### src/sv/pof_pkg.sv
// Shared types, constants and helper functions for the pose offset fusion block.
package pof_pkg;

  localparam int unsigned CORDIC_STEPS_DEF = 16;

  localparam int CW = 40;  // CORDIC x/y datapath width
  localparam int ZW = 36;  // CORDIC angle width, 1 rad = 2^30
  localparam int MW = 32;  // multiplier operand width
  localparam int AW = 66;  // accumulator width

  localparam logic signed [17:0] PI_Q     = 18'sd25736;
  localparam logic signed [17:0] TWO_PI_Q = 18'sd51472;

  localparam logic signed [ZW-1:0] PI_U      = 36'sd3373259426;
  localparam logic signed [ZW-1:0] HALF_PI_U = 36'sd1686629713;
  localparam logic signed [CW-1:0] CORDIC_GAIN = 40'sd652032874;

  typedef enum logic {
    CM_ROTATE,
    CM_VECTOR
  } cordic_mode_e;

  typedef enum logic [1:0] {
    MAC_LOAD,
    MAC_ADD,
    MAC_SUB
  } mac_op_e;

  typedef struct packed {
    logic         start;
    cordic_mode_e mode;
  } cordic_ctl_t;

  typedef struct packed {
    logic    en;
    mac_op_e op;
  } mac_ctl_t;

  function automatic logic [31:0] atan_lut(input logic [4:0] idx);
    logic [31:0] r;
    case (idx)
      5'd0:  r = 32'h3243F6A8;
      5'd1:  r = 32'h1DAC6705;
      5'd2:  r = 32'h0FADBAFC;
      5'd3:  r = 32'h07F56EA6;
      5'd4:  r = 32'h03FEAB76;
      5'd5:  r = 32'h01FFD55B;
      5'd6:  r = 32'h00FFFAAA;
      5'd7:  r = 32'h007FFF55;
      5'd8:  r = 32'h003FFFEA;
      5'd9:  r = 32'h001FFFFD;
      5'd10: r = 32'h000FFFFF;
      5'd11: r = 32'h0007FFFF;
      5'd12: r = 32'h0003FFFF;
      5'd13: r = 32'h0001FFFF;
      5'd14: r = 32'h0000FFFF;
      5'd15: r = 32'h00007FFF;
      5'd16: r = 32'h00003FFF;
      5'd17: r = 32'h00001FFF;
      5'd18: r = 32'h00000FFF;
      5'd19: r = 32'h000007FF;
      5'd20: r = 32'h000003FF;
      5'd21: r = 32'h000001FF;
      5'd22: r = 32'h000000FF;
      5'd23: r = 32'h0000007F;
      5'd24: r = 32'h0000003F;
      5'd25: r = 32'h0000001F;
      5'd26: r = 32'h0000000F;
      5'd27: r = 32'h00000008;
      5'd28: r = 32'h00000004;
      5'd29: r = 32'h00000002;
      5'd30: r = 32'h00000001;
      default: r = 32'h00000000;
    endcase
    return r;
  endfunction

  // one correction step is enough for anything within +-3 pi
  function automatic logic signed [15:0] wrap_yaw(input logic signed [17:0] a);
    logic signed [17:0] r;
    r = a;
    if (a > PI_Q) begin
      r = a - TWO_PI_Q;
    end else if (a < -PI_Q) begin
      r = a + TWO_PI_Q;
    end
    return r[15:0];
  endfunction

endpackage

### src/sv/pof_mac.sv
// Shared signed multiplier with registered product and accumulator.
module pof_mac (
  input  logic                          clk_i,
  input  logic                          rst_ni,
  input  pof_pkg::mac_ctl_t             ctl_i,
  input  logic signed [pof_pkg::MW-1:0] a_i,
  input  logic signed [pof_pkg::MW-1:0] b_i,
  output logic signed [pof_pkg::AW-1:0] acc_o
);
  import pof_pkg::*;

  logic signed [2*MW-1:0] prod_q;
  logic signed [AW-1:0]   acc_q;
  mac_ctl_t               ctl_q;

  always_ff @(posedge clk_i or negedge rst_ni) begin
    if (!rst_ni) begin
      ctl_q  <= '{en: 1'b0, op: MAC_LOAD};
      prod_q <= '0;
      acc_q  <= '0;
    end else begin
      ctl_q  <= ctl_i;
      prod_q <= a_i * b_i;
      if (ctl_q.en) begin
        case (ctl_q.op)
          MAC_LOAD: acc_q <= AW'(prod_q);
          MAC_ADD:  acc_q <= acc_q + AW'(prod_q);
          MAC_SUB:  acc_q <= acc_q - AW'(prod_q);
          default:  acc_q <= acc_q;
        endcase
      end
    end
  end

  assign acc_o = acc_q;

endmodule

### config.mk
export PLATFORM = sky130hd
export DESIGN_NAME = pof_mac
export DESIGN_NICKNAME = d
export VERILOG_FILES = /design/src/sv/pof_pkg.sv /design/src/sv/pof_mac.sv
export SDC_FILE = /design/constraint.sdc
export NUM_CORES = 2
export LEC_CHECK = 0
export ABC_AREA = 1
export BUFFER_PORTS_ARGS = -buffer_cell sky130_fd_sc_hd__clkbuf_2
export CORE_ASPECT_RATIO = 1.1
export CORE_MARGIN = 1
export CORE_UTILIZATION = 45
export CTS_CLUSTER_SIZE = 30
export DETAILED_ROUTE_END_ITERATION = 8
export GPL_TIMING_DRIVEN = 0
export MAX_ROUTING_LAYER = met4
export PLACE_DENSITY_LB_ADDON = 0.15
export SYNTH_ARGS = -nofsm -noshare
export SYNTH_HDL_FRONTEND = slang
export SYNTH_SLANG_ARGS = --single-unit
export TNS_END_PERCENT = 30
### constraint.sdc
create_clock -name clk_i -period 4.15 [get_ports clk_i]
set_input_delay 0.83 -clock clk_i [delete_from_list [all_inputs] [get_ports clk_i]]
set_output_delay 0.83 -clock clk_i [all_outputs]
set_load 0.05 [all_outputs]
; ---- Word-level counts from Yosys, hierarchy flattened
; Cells that the tools add are included.
[totals]
inputBits = 69
ff_bits = 133
out_inout_bits = 66
elab_cells = 13
[op_classes]
addsub = 2
reduce_logical = 3
n_mul = 1
n_mux = 1
n_eq_ne = 2
[op_table]
columns = operator, count
row1 = $pmux W66 S3, 1
row2 = $add A66 B64 Y66, 1
row3 = $sub A66 B64 Y66, 1
row4 = $mul A32 B32 Y64, 1
row5 = $reduce_bool A3 Y1, 1
row6 = $eq A2 B1 Y1 const B, 1
row7 = $eq A2 B2 Y1 const B, 1
row8 = $logic_not A2 Y1, 1
row9 = $reduce_and A2 Y1, 1

; ---- Logic depth before layout (Yosys ltp)
[depth]
depth_word = 3
mapped_depth = 31

; ---- Worst setup path after synthesis
; No wires, ideal clock.
[synth_path]
path_type = in2reg
startpoint = input a_i[31] in the netlist's numbering
endpoint = register prod_q[63]
stages = 30
t_arrival_ns = 7.420
path_buffers = 1
setup_time_ns = 0.116
path_slack_ns = -3.387
cell_sequence = clkbuf_1 nand2_1 inv_1 fa_1 inv_1 fa_1 inv_1 fa_1 fa_1 inv_1 fa_1 inv_1 fa_1 inv_1 fa_1 inv_1 fa_1 ha_1 nand2_1 nor2_1 inv_1 nor2_1 inv_1 nor2_1 inv_1 o21a_1 nand2_1 inv_1 nand2_1 nand2_1
[synth_between]
elab_chain_cells = 1
[synth_lines]
columns = item, line
row1 = "start, declared", pof_mac.sv:6  ; input logic signed [pof_pkg::MW-1:0] a_i,
row2 = $mul A32 B32 Y64, pof_mac.sv:23  ; prod_q <= a_i * b_i;
row3 = "end signal, assigned", pof_mac.sv:23
row4 = "end, declared", pof_mac.sv:12  ; logic signed [2*MW-1:0] prod_q;
; Every way passes these cells.
; A chain may end at the register's enable or synchronous reset.

; ---- Worst setup path after layout
; Same ends and word-level chain as after synthesis.

==> impl_metrics.env <==
export IMPL_ys_seq_elements=133
export IMPL_place_area_mm2=0.0524
export IMPL_hpwl_um=182000
export IMPL_hold_violations=0
export IMPL_cp_data_arrival_time_ns=7.72
export IMPL_first_pass_iters=8
export IMPL_required_ns=4.56
export IMPL_status="complete, but fails checks"
export IMPL_area_growth_synth_to_final_pct=21.3
export IMPL_ys_top_cells_by_area="fa_1 (44%), inv_1 (14%), nand2_1 (13%)"
export IMPL_grt_pass1_wl_um=314000
export IMPL_timing_final_ws_setup_ns=-3.16
export IMPL_crit_top_cell="fa_1"
export IMPL_layout_commonest_cell="inv_1"
export IMPL_synthArstFlopShare_pct=100
export IMPL_root_buffer="clkbuf_16"
export IMPL_cts_made_buffers=25
export IMPL_detail_route_antenna_nets=0
export IMPL_worst_setup_path_end_kind="flip-flop"
export IMPL_hold_path_class="input port to async pin"
export IMPL_worstPathMaxFanout=6
export IMPL_gp_congestion=1.04
export IMPL_critPathLaunchType="input port"
export IMPL_cp_slowest_cell="fa_2"
export IMPL_grt_usage_pct=41.0
export IMPL_wl_met1_um=77200
export IMPL_post_drt_wl_per_cell_um=26.3
export IMPL_drive_above_1_share_pct=17.1
export IMPL_io_pins=135
export IMPL_critical_path_class="input port to flip-flop"
export IMPL_grt_pass1_vias=47077
export IMPL_wl_um=220000
export IMPL_viasPerCell=5.30
export IMPL_maxSlewHeadroom_pct=27.2
export IMPL_insertion_delay_ns=0.53
export IMPL_synth_main_ff_cell="dfrtp_1"
export IMPL_seq_area_frac_synth_pct=6.70
export IMPL_drc=0
export IMPL_cts_tree="done"
export IMPL_vias=44393
export IMPL_finClkSkew_ns=0.0208
export IMPL_synth_top_area_cell="fa_1"
export IMPL_cts_htree_levels=4
export IMPL_antenna_found_initial=1
export IMPL_nets=8348
export IMPL_met2WireLength_um=105000
export IMPL_clock_sinks=133
export IMPL_slowest_delay_ns=0.70
export IMPL_yosysUniqueCellTypes=52
export IMPL_finalCriticalPeriod_ns=7.31
export IMPL_top_layer="met4"
export IMPL_tightest_slew_ns=1.09
export IMPL_core_region_area_mm2=0.109
export IMPL_mostFrequentLayoutCells="inv_1 (1,758), nand2_1 (1,648), fa_1 (1,012)"
export IMPL_die_height_um=350
export IMPL_globalRouteOverflowTotal=0
export IMPL_postSynthCellCount=6600
export IMPL_setup_viol=81
export IMPL_grt_setup_unrepaired="yes"
export IMPL_violations="negative setup slack"
export IMPL_finalMaxSlewViolations=0
export IMPL_max_freq_mhz=137
export IMPL_n_fill_cell=10527
export IMPL_synth_enable_flop_cells=0
export IMPL_clockBufferDepth=3
export IMPL_grt_start_max_net_pins=84
export IMPL_die_w_um=319
export IMPL_syn_area_per_cell_um2=7.52
export IMPL_wl_met3_um=16100
export IMPL_fin_crit_sh_pct=176
export IMPL_portBuffers=134
export IMPL_row_count=127
export IMPL_tns_ns=-142.50
export IMPL_yosys_warnings=0
export IMPL_cap_violations=0
export IMPL_clk_pin_slew_ns=0.07
export IMPL_drtIter0Drc=3664
export IMPL_design_area_mm2=0.0602
export IMPL_syn_area_mm2=0.0496
export IMPL_synth_top_cell_area_share_pct=43.7
export IMPL_syn_nets=8004
export IMPL_start_util_pct=45.5
export IMPL_die_area_mm2=0.112
==> metal layers <==
| metal | track usage (%) | vias up |
|---|---|---|
| met4 | 32.4 | 0 |
| li1 | - | 19642 |
| met3 | 6.14 | 706 |
| met1 | 44.2 | 22020 |
| met2 | 68.0 | 2025 |
| met5 | - | - |
==> synthesized netlist by cell type, types with 12 or more instances <==
cell / n
inv_1: 1834
xnor2_1: 23
a21oi_1: 232
nand2_1: 1742
nor2_1: 390
o21bai_1: 25
a31oi_1: 21
o21ai_0: 135
o211ai_1: 12
nand3_1: 138
o21ai_1: 19
dfrtp_1: 133
clkbuf_1: 223
xor2_1: 127
nor4_1: 19
ha_1: 252
inv_2: 28
nand4_1: 43
nor3_1: 26
fa_1: 1083
==> area by class of cell <==
cell class | count | area (um2) | area share, %
clock inverters | 2 | 13.8 | 0.0228
clock buffers | 31 | 678 | 1.13
plain buffers | 226 | 3250 | 5.39
diodes | 3 | 7.51 | 0.0125
well taps | 1419 | 1780 | 2.95
inverters | 1863 | 7040 | 11.7
multi-input cells | 4377 | 41500 | 68.9
flip-flops and latches | 133 | 3330 | 5.52
repair buffers | 318 | 2670 | 4.43
==> worst paths after layout <==
check / from / to / slack [ns] / cells after the start
min: rst_ni / acc_o[8]$_DFFE_PN0P_ / 0.32 / 1
max: a_i[31] / prod_q[63]$_DFF_PN0_ / -3.16 / 28
max in group asynchronous: rst_ni / acc_o[44]$_DFFE_PN0P_ / 3.06 / 2
max reg2reg: prod_q[28]$_DFF_PN0_ / acc_o[65]$_DFFE_PN0P_ / -0.52 / 19
min in group clk_i: ctl_i[0] / ctl_q[0]$_DFF_PN0_ / 0.40 / 1
min reg2reg: acc_o[10]$_DFFE_PN0P_ / acc_o[10]$_DFFE_PN0P_ / 0.53 / 2
==> state kept, by name (all words and copies together) (netlist names) <==
signal / count
acc_o: 66
ctl_q: 3
prod_q: 64
==> worst max-delay path: cells and delay by family <==
family / cells / cell delay [ns]
buffers and inverters: 9 / 1.01
AOI/OAI and AO/OA: 5 / 0.74
adders and majority gates: 9 / 4.59
and+or+nand+nor: 5 / 0.49
==> repair_timing <==
action | CTS | global route
endpoints found under the setup margin | 110 | 107
gates resized for setup | 1046 | 472
pin swaps | 194 | 280
buffers inserted | 103 | 75
cloned | 4 | 2
hold buffers | 0 | 0
==> metrics by stage <==
step                      hold WS [ns]  setup WS, ns  utilization (%)  cells
final                            0.319         -3.16             55.2   8372
after global routing             0.393         -3.29             55.2   8370
after CTS                        0.355         -3.14             53.3   8294
after detailed placement         0.518         -5.21             48.0   8154
after global placement           0.510         -5.13             48.0   8153
after floorplan                  0.519         -3.08                -   6600
==> kinds of logic after synthesis <==
| logic type | synth area share, % |
|---|---|
| and+or+nand+nor | 19.3 |
| buffers and inverters | 15.8 |
| adders and majority gates | 50.0 |
| AOI/OAI and AO/OA | 5.54 |
| xor gates and xnor gates | 2.65 |
| DFF | 6.70 |
Power is left out: the tool's default activity adds up to more than one toggle a clock period on the data nets, which glitch-free logic cannot reach.
